--- src/rtl/gisum_pkg.sv ---
`default_nettype none
package gisum_pkg;
  localparam int unsigned CellW = 6;
  localparam int unsigned Cells = 64;
  localparam int unsigned SumW = 10;
  localparam int unsigned Slots = 32;
  localparam int unsigned SlotW = 5;
  localparam int unsigned CntW = 6;

  localparam logic [0:0] CfgRows = 1'b0;
  localparam logic [0:0] CfgCols = 1'b1;

  typedef enum logic [12:0] {
    ST_LOAD   = 13'b0000000000001,
    ST_SCAN   = 13'b0000000000010,
    ST_SEED   = 13'b0000000000100,
    ST_POP    = 13'b0000000001000,
    ST_NBR    = 13'b0000000010000,
    ST_DONE   = 13'b0000000100000,
    ST_SORT   = 13'b0000001000000,
    ST_EMIT   = 13'b0000010000000,
    ST_WAIT   = 13'b0000100000000,
    ST_CLEAR  = 13'b0001000000000,
    ST_INIT   = 13'b0010000000000,
    ST_TAKE   = 13'b0100000000000,
    ST_CHK    = 13'b1000000000000
  } state_e;

  // Commands from the controller to the datapath.
  typedef struct packed {
    logic       load;      // store one cell weight
    logic       scan_rst;  // scan pointer to zero
    logic       scan_inc;
    logic       scan_rd;   // read the grid word at the scan cell
    logic       seed;      // start a region at the scan cell
    logic       pop;       // read the queue head
    logic       take;      // latch the head coordinates, add its weight
    logic [1:0] dir;       // neighbor under test
    logic       nbr_rd;    // read the grid word of that neighbor
    logic       nbr;       // push that neighbor if it is unvisited land
    logic       close;     // store the region sum
    logic       sort_step; // one compare-swap of the bubble pass
    logic       sort_rst;
    logic       emit;      // present sorted entry at the emit index
    logic       emit_inc;
    logic       clear;     // clear one grid word
    logic       job_rst;
  } cmd_t;

  typedef struct packed {
    logic scan_end;   // scan pointer past the grid
    logic scan_seed;  // scan cell is unvisited land and a slot is free
    logic queue_empty;
    logic nbr_ok;     // neighbor under test lies inside the grid
    logic sort_done;
    logic emit_last;
    logic none;       // no region found
    logic clear_end;
  } sts_t;
endpackage
`default_nettype wire

--- src/rtl/grid_island_weight_sums.sv ---
`default_nettype none
// Cells load one per cycle. After the last cell the scan reads each grid
// cell in turn; each land cell of a region is popped from the queue and its
// neighbors inside the grid are tested, and each region is closed with its
// sum. A bubble sort of the sums follows, then the results are sent one by
// one. Afterwards a pass clears every grid word with its visited bit; the
// same pass runs after reset, during which s_axis_tready stays low.
module grid_island_weight_sums #(
  parameter int unsigned MaxRows = 8,
  parameter int unsigned MaxCols = 8
) (
  input  wire logic        clk_i,
  input  wire logic        rst_ni,
  input  wire logic        s_axis_tvalid,
  output logic             s_axis_tready,
  input  wire logic [7:0]  s_axis_tdata,  // cell_weight[3:0], zero pad
  input  wire logic        s_axis_tlast,  // last_cell
  output logic             m_axis_tvalid,
  input  wire logic        m_axis_tready,
  output logic [15:0]      m_axis_tdata,  // region_sum[9:0], zero pad
  output logic             m_axis_tuser,  // no_land
  output logic             m_axis_tlast,  // last_result
  input  wire logic        cfg_we_i,
  input  wire logic        cfg_idx_i,
  input  wire logic [3:0]  cfg_data_i
);
  logic [3:0] rows_q, cols_q;
  always_ff @(posedge clk_i or negedge rst_ni) begin
    if (!rst_ni) begin
      rows_q <= 4'd8;
      cols_q <= 4'd8;
    end else if (cfg_we_i) begin
      if (cfg_idx_i == gisum_pkg::CfgRows) rows_q <= cfg_data_i;
      if (cfg_idx_i == gisum_pkg::CfgCols) cols_q <= cfg_data_i;
    end
  end

  gisum_pkg::cmd_t cmd;
  gisum_pkg::sts_t sts;
  logic [9:0] sum;

  gisum_ctrl u_ctrl (
    .clk_i, .rst_ni,
    .in_fire_i(s_axis_tvalid && s_axis_tready),
    .in_last_i(s_axis_tlast),
    .out_ready_i(m_axis_tready),
    .sts_i(sts), .cmd_o(cmd),
    .in_ready_o(s_axis_tready), .out_valid_o(m_axis_tvalid)
  );

  gisum_dp #(.MaxRows(MaxRows), .MaxCols(MaxCols)) u_dp (
    .clk_i, .rst_ni, .cmd_i(cmd),
    .weight_i(s_axis_tdata[3:0]), .rows_i(rows_q), .cols_i(cols_q),
    .sts_o(sts), .sum_o(sum), .no_land_o(m_axis_tuser), .last_o(m_axis_tlast)
  );

  assign m_axis_tdata = {6'd0, sum};

  a_no_overlap: assert property (@(posedge clk_i) disable iff (!rst_ni)
    !(s_axis_tready && m_axis_tvalid)) else $error("in and out overlap");
  a_noland_last: assert property (@(posedge clk_i) disable iff (!rst_ni)
    m_axis_tvalid && m_axis_tuser |-> m_axis_tlast && sum == 10'd0)
    else $error("no-land word malformed");
  a_hold: assert property (@(posedge clk_i) disable iff (!rst_ni)
    m_axis_tvalid && !m_axis_tready |=> m_axis_tvalid && $stable(m_axis_tdata))
    else $error("result dropped");
endmodule
`default_nettype wire

--- src/rtl/gisum_ctrl.sv ---
`default_nettype none
module gisum_ctrl (
  input  wire logic           clk_i,
  input  wire logic           rst_ni,
  input  wire logic           in_fire_i,
  input  wire logic           in_last_i,
  input  wire logic           out_ready_i,
  input  wire gisum_pkg::sts_t sts_i,
  output gisum_pkg::cmd_t     cmd_o,
  output logic                in_ready_o,
  output logic                out_valid_o
);
  gisum_pkg::state_e state_q, state_d;
  logic [1:0] dir_q, dir_d;

  always_ff @(posedge clk_i or negedge rst_ni) begin
    if (!rst_ni) begin
      state_q <= gisum_pkg::ST_INIT;
      dir_q <= 2'd0;
    end else begin
      state_q <= state_d;
      dir_q <= dir_d;
    end
  end

  always_comb begin
    state_d = state_q;
    dir_d = dir_q;
    cmd_o = '0;
    cmd_o.dir = dir_q;
    in_ready_o = 1'b0;
    out_valid_o = 1'b0;
    unique case (state_q)
      gisum_pkg::ST_INIT: begin
        cmd_o.clear = 1'b1;
        if (sts_i.clear_end) begin
          cmd_o.job_rst = 1'b1;
          state_d = gisum_pkg::ST_LOAD;
        end
      end
      gisum_pkg::ST_LOAD: begin
        in_ready_o = 1'b1;
        if (in_fire_i) begin
          cmd_o.load = 1'b1;
          if (in_last_i) begin
            cmd_o.scan_rst = 1'b1;
            state_d = gisum_pkg::ST_SCAN;
          end
        end
      end
      gisum_pkg::ST_SCAN: begin
        if (sts_i.scan_end) begin
          cmd_o.sort_rst = 1'b1;
          state_d = gisum_pkg::ST_SORT;
        end else begin
          cmd_o.scan_rd = 1'b1;
          state_d = gisum_pkg::ST_SEED;
        end
      end
      gisum_pkg::ST_SEED: begin
        if (sts_i.scan_seed) begin
          cmd_o.seed = 1'b1;
          state_d = gisum_pkg::ST_POP;
        end else begin
          cmd_o.scan_inc = 1'b1;
          state_d = gisum_pkg::ST_SCAN;
        end
      end
      gisum_pkg::ST_POP: begin
        if (sts_i.queue_empty) begin
          state_d = gisum_pkg::ST_DONE;
        end else begin
          cmd_o.pop = 1'b1;
          state_d = gisum_pkg::ST_TAKE;
        end
      end
      gisum_pkg::ST_TAKE: begin
        cmd_o.take = 1'b1;
        dir_d = 2'd0;
        state_d = gisum_pkg::ST_NBR;
      end
      gisum_pkg::ST_NBR: begin
        if (sts_i.nbr_ok) begin
          cmd_o.nbr_rd = 1'b1;
          state_d = gisum_pkg::ST_CHK;
        end else begin
          dir_d = dir_q + 2'd1;
          if (dir_q == 2'd3) state_d = gisum_pkg::ST_POP;
        end
      end
      gisum_pkg::ST_CHK: begin
        cmd_o.nbr = 1'b1;
        dir_d = dir_q + 2'd1;
        if (dir_q == 2'd3) state_d = gisum_pkg::ST_POP;
        else state_d = gisum_pkg::ST_NBR;
      end
      gisum_pkg::ST_DONE: begin
        cmd_o.close = 1'b1;
        cmd_o.scan_inc = 1'b1;
        state_d = gisum_pkg::ST_SCAN;
      end
      gisum_pkg::ST_SORT: begin
        if (sts_i.sort_done) begin
          state_d = gisum_pkg::ST_EMIT;
        end else begin
          cmd_o.sort_step = 1'b1;
        end
      end
      gisum_pkg::ST_EMIT: begin
        cmd_o.emit = 1'b1;
        state_d = gisum_pkg::ST_WAIT;
      end
      gisum_pkg::ST_WAIT: begin
        out_valid_o = 1'b1;
        if (out_ready_i) begin
          if (sts_i.emit_last || sts_i.none) begin
            state_d = gisum_pkg::ST_CLEAR;
          end else begin
            cmd_o.emit_inc = 1'b1;
            state_d = gisum_pkg::ST_EMIT;
          end
        end
      end
      gisum_pkg::ST_CLEAR: begin
        cmd_o.clear = 1'b1;
        if (sts_i.clear_end) begin
          cmd_o.job_rst = 1'b1;
          state_d = gisum_pkg::ST_LOAD;
        end
      end
      default: state_d = gisum_pkg::ST_INIT;
    endcase
  end
endmodule
`default_nettype wire

--- src/rtl/gisum_dp.sv ---
`default_nettype none
module gisum_dp #(
  parameter int unsigned MaxRows = 8,
  parameter int unsigned MaxCols = 8
) (
  input  wire logic            clk_i,
  input  wire logic            rst_ni,
  input  wire gisum_pkg::cmd_t cmd_i,
  input  wire logic [3:0]      weight_i,
  input  wire logic [3:0]      rows_i,
  input  wire logic [3:0]      cols_i,
  output gisum_pkg::sts_t      sts_o,
  output logic [9:0]           sum_o,
  output logic                 no_land_o,
  output logic                 last_o
);
  localparam int unsigned CellW = gisum_pkg::CellW;
  localparam int unsigned SumW = gisum_pkg::SumW;
  localparam int unsigned QueueW = 10;

  // Grid word is {visited, weight}. Grid and queue take one write and one
  // registered read a cycle; queue entries are {row, col, weight}. The sums
  // are a small register array.
  logic [4:0]        grid_q [gisum_pkg::Cells];
  logic [QueueW-1:0] queue_q [gisum_pkg::Cells];
  logic [SumW-1:0]   sums_q [gisum_pkg::Slots];
  logic [4:0]        grid_rd_q;
  logic [QueueW-1:0] queue_rd_q;

  logic [CellW:0]   load_q, scan_q, head_q, tail_q, clr_q;
  logic [gisum_pkg::CntW-1:0] cnt_q;
  logic [SumW-1:0]  total_q;
  logic [2:0]       cr_q, cc_q, sr_q, sc_q;
  logic [3:0]       jrows_q, jcols_q;
  logic [gisum_pkg::SlotW-1:0] sidx_q, eidx_q;
  logic [gisum_pkg::SlotW:0]   spass_q;
  logic             swapped_q;
  logic [SumW-1:0]  sum_q;

  logic [3:0] rows_c, cols_c, jr, jc;
  logic [6:0] ncells, jcells;
  logic [3:0] wsat;
  always_comb begin
    rows_c = (rows_i == 4'd0) ? 4'd1 :
             (rows_i > 4'(MaxRows)) ? 4'(MaxRows) : rows_i;
    cols_c = (cols_i == 4'd0) ? 4'd1 :
             (cols_i > 4'(MaxCols)) ? 4'(MaxCols) : cols_i;
    ncells = {3'd0, rows_c} * {3'd0, cols_c};
    jr = jrows_q;
    jc = jcols_q;
    jcells = {3'd0, jr} * {3'd0, jc};
    wsat = (weight_i > 4'd9) ? 4'd9 : weight_i;
  end

  logic [CellW-1:0] scell;
  assign scell = scan_q[CellW-1:0];

  // Neighbor of the current cell.
  logic       nok;
  logic [2:0] nr, nc;
  logic [CellW-1:0] ncell;
  always_comb begin
    nr = cr_q;
    nc = cc_q;
    nok = 1'b0;
    unique case (cmd_i.dir)
      2'd0: begin nok = (cr_q != 3'd0); nr = cr_q - 3'd1; end
      2'd1: begin nok = (cc_q != 3'd0); nc = cc_q - 3'd1; end
      2'd2: begin nok = ({1'b0, cr_q} + 4'd1 < jr); nr = cr_q + 3'd1; end
      default: begin nok = ({1'b0, cc_q} + 4'd1 < jc); nc = cc_q + 3'd1; end
    endcase
    ncell = {3'd0, nr} * {2'd0, jc} + {3'd0, nc};
  end

  logic push;
  assign push = cmd_i.nbr && nok && !grid_rd_q[4] && (grid_rd_q[3:0] != 4'd0);

  // Grid write, read and queue write ports.
  logic             gwe, gre;
  logic [CellW-1:0] gwa, gra;
  logic [4:0]       gwd;
  logic              qwe;
  logic [CellW-1:0]  qwa;
  logic [QueueW-1:0] qwd;
  always_comb begin
    gwe = 1'b0;
    gwa = load_q[CellW-1:0];
    gwd = {1'b0, wsat};
    if (cmd_i.load) begin
      gwe = (load_q < ncells);
    end else if (cmd_i.clear) begin
      gwe = 1'b1;
      gwa = clr_q[CellW-1:0];
      gwd = '0;
    end else if (cmd_i.seed) begin
      gwe = 1'b1;
      gwa = scell;
      gwd = {1'b1, grid_rd_q[3:0]};
    end else if (push) begin
      gwe = 1'b1;
      gwa = ncell;
      gwd = {1'b1, grid_rd_q[3:0]};
    end
    gre = cmd_i.scan_rd || cmd_i.nbr_rd;
    gra = cmd_i.nbr_rd ? ncell : scell;
    qwe = cmd_i.seed || push;
    qwa = cmd_i.seed ? '0 : tail_q[CellW-1:0];
    qwd = cmd_i.seed ? {sr_q, sc_q, grid_rd_q[3:0]} : {nr, nc, grid_rd_q[3:0]};
  end

  always_ff @(posedge clk_i) begin
    if (gwe) grid_q[gwa] <= gwd;
    if (gre) grid_rd_q <= grid_q[gra];
    if (qwe) queue_q[qwa] <= qwd;
    if (cmd_i.pop) queue_rd_q <= queue_q[head_q[CellW-1:0]];
  end

  // Bubble pass over the sums.
  logic [SumW-1:0] sa, sb;
  logic [gisum_pkg::SlotW:0] slim;
  assign sa = sums_q[sidx_q];
  assign sb = sums_q[sidx_q + 5'd1];
  assign slim = (cnt_q == '0) ? '0 : 6'(cnt_q - 6'd1);

  always_ff @(posedge clk_i or negedge rst_ni) begin
    if (!rst_ni) begin
      load_q <= '0; scan_q <= '0; head_q <= '0; tail_q <= '0; clr_q <= '0;
      cnt_q <= '0; total_q <= '0; sidx_q <= '0; eidx_q <= '0;
      spass_q <= '0; swapped_q <= 1'b0; jrows_q <= 4'd8; jcols_q <= 4'd8;
      cr_q <= '0; cc_q <= '0; sr_q <= '0; sc_q <= '0; sum_q <= '0;
    end else begin
      if (cmd_i.load) begin
        if (load_q < ncells) load_q <= load_q + 7'd1;
        jrows_q <= rows_c;
        jcols_q <= cols_c;
      end
      if (cmd_i.scan_rst) begin
        scan_q <= '0;
        sr_q <= '0;
        sc_q <= '0;
        cnt_q <= '0;
      end
      if (cmd_i.scan_inc) begin
        scan_q <= scan_q + 7'd1;
        // advance the scan coordinates, wrap at the row end
        if ({1'b0, sc_q} + 4'd1 == jc) begin
          sc_q <= '0;
          sr_q <= sr_q + 3'd1;
        end else begin
          sc_q <= sc_q + 3'd1;
        end
      end
      if (cmd_i.seed) begin
        head_q <= '0;
        tail_q <= 7'd1;
        total_q <= '0;
      end
      if (cmd_i.pop) head_q <= head_q + 7'd1;
      if (cmd_i.take) begin
        cr_q <= queue_rd_q[9:7];
        cc_q <= queue_rd_q[6:4];
        total_q <= total_q + SumW'(queue_rd_q[3:0]);
      end
      if (push) tail_q <= tail_q + 7'd1;
      if (cmd_i.close) begin
        sums_q[cnt_q[gisum_pkg::SlotW-1:0]] <= total_q;
        cnt_q <= cnt_q + 6'd1;
      end
      if (cmd_i.sort_rst) begin
        sidx_q <= '0; spass_q <= '0; swapped_q <= 1'b0; eidx_q <= '0;
      end
      if (cmd_i.sort_step) begin
        if ({1'b0, sidx_q} + 6'd1 < slim + 6'd1 && 6'(sidx_q) < slim) begin
          if (sa > sb) begin
            sums_q[sidx_q] <= sb;
            sums_q[sidx_q + 5'd1] <= sa;
            swapped_q <= 1'b1;
          end
          sidx_q <= sidx_q + 5'd1;
        end else begin
          sidx_q <= '0;
          swapped_q <= 1'b0;
          spass_q <= swapped_q ? spass_q + 6'd1 : 6'd63;
        end
      end
      if (cmd_i.emit) sum_q <= sums_q[eidx_q];
      if (cmd_i.emit_inc) eidx_q <= eidx_q + 5'd1;
      if (cmd_i.clear) clr_q <= cmd_i.job_rst ? '0 : clr_q + 7'd1;
      if (cmd_i.job_rst) load_q <= '0;
    end
  end

  always_comb begin
    sts_o.scan_end = (scan_q >= jcells);
    sts_o.scan_seed = !grid_rd_q[4] && grid_rd_q[3:0] != 4'd0 &&
                      (cnt_q < 6'(gisum_pkg::Slots));
    sts_o.queue_empty = (head_q >= tail_q);
    sts_o.nbr_ok = nok;
    sts_o.sort_done = (cnt_q < 6'd2) || (spass_q == 6'd63);
    sts_o.none = (cnt_q == '0);
    sts_o.emit_last = (6'(eidx_q) + 6'd1 >= cnt_q);
    sts_o.clear_end = (clr_q == 7'(gisum_pkg::Cells - 1));
  end

  assign sum_o = (cnt_q == '0) ? '0 : sum_q;
  assign no_land_o = (cnt_q == '0);
  assign last_o = sts_o.none || sts_o.emit_last;
endmodule
`default_nettype wire

--- config.mk ---
export PLATFORM = sky130hd
export DESIGN_NAME = grid_island_weight_sums
export DESIGN_NICKNAME = d
export VERILOG_FILES = /design/src/rtl/gisum_pkg.sv /design/src/rtl/grid_island_weight_sums.sv /design/src/rtl/gisum_ctrl.sv /design/src/rtl/gisum_dp.sv
export SDC_FILE = /design/constraint.sdc
export NUM_CORES = 2
export LEC_CHECK = 0
export BUFFER_PORTS_ARGS = -buffer_cell sky130_fd_sc_hd__buf_2
export CORE_MARGIN = 8
export CORE_UTILIZATION = 25
export CTS_BUF_LIST = sky130_fd_sc_hd__clkbuf_4
export DETAILED_ROUTE_END_ITERATION = 10
export HOLD_SLACK_MARGIN = 0.08
export PLACE_DENSITY_LB_ADDON = 0.1
export SLEW_MARGIN = 20
export SYNTH_ARGS = -nofsm -noshare
export SYNTH_HDL_FRONTEND = slang
export SYNTH_SLANG_ARGS = --single-unit
--- constraint.sdc ---
create_clock -name clk_i -period 7.4 [get_ports clk_i]
set_input_delay 1.48 -clock clk_i [delete_from_list [all_inputs] [get_ports clk_i]]
set_output_delay 1.48 -clock clk_i [all_outputs]
set_load 0.005 [all_outputs]
==> metrics.csv <==
stage,metric,value,unit
outcome,status,"finished, final reports clean",
power_and_ir_drop,VDD IR-drop max,187,uV
final_layout,post-route cell area,0.0824,mm^2
yosys,Yosys warning total,0,
timing,RSZ-0062 raised after global routing,false,
floorplanning,I/O pin cnt,39,
final_layout,final net count,5610,
global_routing,GR peak layer,met2,
global_routing,GRT met1 Usage,0.217,
yosys,"count leader, synth",edfxtp_1,
critical_path,FF-to-FF Start,u_ctrl.dir_q[0],
cts,"Clk pin slew, worst setup/hold paths",0.06,ns
cts,Skew-Pair Late Insertion Delay,1.36,ns
placement,placed cells,8808,
power_and_ir_drop,sequential power share,0.446,
critical_path,RR Endpoint,u_dp.grid_q[6][1],
final_layout,post-layout util,0.290,
yosys,share of the synthesized area in the top cell type,0.547,
yosys,synthesis-stage register bit count,1416,
power_and_ir_drop,cell area power density,251,mW/mm^2
cts,root buffer cell,clkbuf_4,
placement,GPL Wtd Cong,0.774,
min_path,hold depth,2,
power_and_ir_drop,Leak,26.3,nW
cts,TritonCTS clock tree,built,
timing,period utilization,0.890,
floorplanning,chip width,549,um
cts,CTS sink cnt,1416,
timing,slew margin rel.,0.177,
floorplanning,DIE AREA,0.302,mm^2
critical_path,FF-to-FF setup slack,0.81,ns
floorplanning,Die Y,549,um
yosys,asr flop ratio synth,0.0855,
routing,vias,47400,
timing,endpoints failing setup,0,
global_routing,met3 Usage GRT,0.0268,
critical_path,Critical Path Fanout Max,8,
yosys,largest area contributor in the netlist,edfxtp_1,
placement,I/O Buffers,28,
min_path,Min-Delay Startpoint,u_dp.queue_rd_q[9],
min_path,worst hold path type,register to register,
yosys,post-synthesis sequential area ratio,0.589,
routing,Residual DRC,0,
routing,drt total wl,252,mm
critical_path,nature of the critical path startpoint,register,
cts,worst-case clock buffer depth,4,
timing,min cycle time layout,6.59,ns
yosys,"top cells by count, synth","edfxtp_1 (1295), o21ai_0 (803), nand2_1 (631)",
global_routing,initial antenna violation count,9,
final_layout,Non-Filler Instances,9560,
power_and_ir_drop,Int Power,14.2,mW
timing,Hold WS,0.448,ns
floorplanning,num rows,196,
critical_path,arrival time at the worst endpoint,7.50,ns
global_routing,vias in the first global route,47900,
global_routing,pin count of the biggest net entering global routing,106,
timing,Peak Freq,152,MHz
power_and_ir_drop,clock network power share,0.361,
routing,vias per cell,4.95,
yosys,Syn Std Cell Area,0.0711,mm^2
routing,ANT nets after route,0,
routing,DR pass1 iterations,6,
global_routing,first-pass GRT wire length,360,mm
final_layout,synth-to-layout area growth,15.8,%
cts,CTS Buf Count,417,
flow_run,Max-Cap Viols,0,
yosys,Mean Syn Cell Area,13.6,um^2
power_and_ir_drop,Switching Fraction,0.313,
yosys,Post-Syn Instances,5245,
routing,Avg WL per Cell,26.4,um
timing,TNS Setup,0,ns
routing,violation count after the first detailed-routing iteration,3607,
global_routing,grt ovf,0,
power_and_ir_drop,Combinational Power Share,0.193,
timing,actual slew at the worst max-slew pin,1.23,ns
timing,"Slew Viols, Final",0,
final_layout,share of cells above drive strength 1,0.265,
floorplanning,core area,0.284,mm^2
critical_path,WS Path Type,register to register,
global_routing,GRT Resource Usage Total,0.162,
timing,final hold vios,0,
critical_path,required time worst endpoint,8.31,ns
yosys,Area contributors post-synth,"edfxtp_1 (55%), mux4_2 (14%), o21ai_0 (5.7%)",
global_routing,grt met2 use,0.267,
yosys,Post-synth top flop,edfxtp_1,
power_and_ir_drop,Psw,6.46,mW
critical_path,CP Capture Type,register,
critical_path,worst reg2reg path depth,16,
critical_path,Worst setup startpoint,u_ctrl.dir_q[0],
yosys,Post-synth EDFFs,1295,
placement,area post-placement,0.0771,mm^2
floorplanning,Starting Density,0.250,
cts,H-tree depth,5,
timing,Worst Skew,0.167,ns
placement,placed wire-length estimate,155,mm
yosys,Netlist cell types,87,
critical_path,crit path to,u_dp.grid_q[6][1],
[routing by layer]
layer | vias to the layer above | wire length (um) | share of wire
met4 | 6 | 8600 | 0.034
met3 | 471 | 12600 | 0.050
met2 | 1469 | 120000 | 0.47
met5 | - | 41 | 0.00016
li1 | 21100 | - | -
met1 | 24300 | 111000 | 0.44
[per-stage QoR]
stage | power, mW | worst slack, ns
3_3_place_gp | 13.4 | 0.825
5_1_grt | 21.8 | 0.277
6_report | 20.7 | 0.812
4_1_cts | 21.1 | 0.713
2_1_floorplan | 11.9 | 0.906
3_5_place_dp | 13.4 | 0.817
[worst min-delay path by stage]
stage                    to  slack (ns)
5_1_grt           cols_q[2]        0.37
6_report       u_dp.cr_q[2]        0.45
2_1_floorplan  u_dp.cc_q[2]        0.41
4_1_cts           cols_q[2]        0.27
3_3_place_gp   u_dp.cr_q[2]        0.44
3_5_place_dp   u_dp.cr_q[2]        0.43
[placed cells by master (no fill, tap or decap), types with 18 or more instances in the layout]
cell       count
buf_4        171
buf_12        57
o22ai_2       32
o2111ai_1     36
o221ai_1      49
and2_1        25
nor2_2        20
a211oi_1      30
a22oi_1       27
nand2_1      617
and3_1        34
ha_1         109
xnor2_1       34
nand3_1      128
nand2b_1      19
clkinv_1      96
buf_2         27
o21ai_0      792
mux2_2        30
xor2_1        18
dfrtp_1      103
mux4_2       450
edfxtp_1    1295
a21oi_1       53
mux2i_1      159
nor2_1       225
a21boi_0      21
a21o_1        48
o22ai_1       37
clkbuf_4     624
inv_1         76
a32oi_1       21
nor3_1        26
[cells by family after synthesis]
| logic type | Yosys count | synth area share |
|---|---|---|
| XOR/XNOR | 54 | 0.00684 |
| AND/OR/NAND/NOR | 1228 | 0.0769 |
| multiplexers | 658 | 0.172 |
| flip-flops | 1416 | 0.589 |
| buffers and inverters | 542 | 0.0308 |
| AO/OA/AOI/OAI | 1221 | 0.0999 |
| other | 1 | 0.0000527 |
| adder cells (fa/ha/maj) | 125 | 0.0236 |
[state kept, by name (all words and copies together), names as in the netlist, 5 cells and up]
signal,cells
u_dp.tail_q,7
u_dp.grid_q,320
u_dp.total_q,10
u_dp.head_q,7
u_dp.cnt_q,6
u_dp.sum_q,10
u_dp.clr_q,7
u_ctrl.state_q,13
u_dp.spass_q,6
u_dp.grid_rd_q,5
u_dp.load_q,7
u_dp.queue_rd_q,10
u_dp.eidx_q,5
u_dp.scan_q,7
u_dp.queue_q,640
u_dp.sidx_q,5
u_dp.sums_q,320
[worst max-delay path: stages (launching register included)]
cell	delay, ns
dfrtp_1	0.45
inv_1	0.11
ha_1	0.29
fa_1	0.46
o21ai_0	0.50
nand2_1	0.15
fa_1	0.53
inv_1	0.05
fa_1	0.53
inv_1	0.06
fa_1	0.40
xnor2_1	0.31
mux2i_1	0.21
a211oi_1	0.09
a21oi_1	0.84
nand3_1	0.64
nor2_1	0.55
[power by group through the flow]
stage / Clock, mW / Sequential [mW] / Combinational (mW)
after floorplan: 0 / 9.24 / 2.67
after global placement: 0 / 9.38 / 4.02
after detailed placement: 0 / 9.38 / 4.04
after CTS: 7.82 / 9.22 / 4.06
after global routing: 8.19 / 9.24 / 4.36
final: 7.46 / 9.21 / 3.99
[timing repair]
item | CTS | global route
setup buffers | 0 | 0
hold endpoints to repair | 29 | 0
hold buffers | 1 | 0
gates resized for setup | 0 | 0
[layout make-up]
cell class	instances	area (um^2)
Timing Repair Buffer	257	2580
Antenna cell	5	12.5
Inverter	82	308
Sequential cell	1416	42000
Clock buffer	624	4680
Clock inverter	122	557
Tap cell	3762	4710
Multi-Input combinational cell	3292	27600
Fill cell	28900	202000
(Power assumes the default switching activity.)
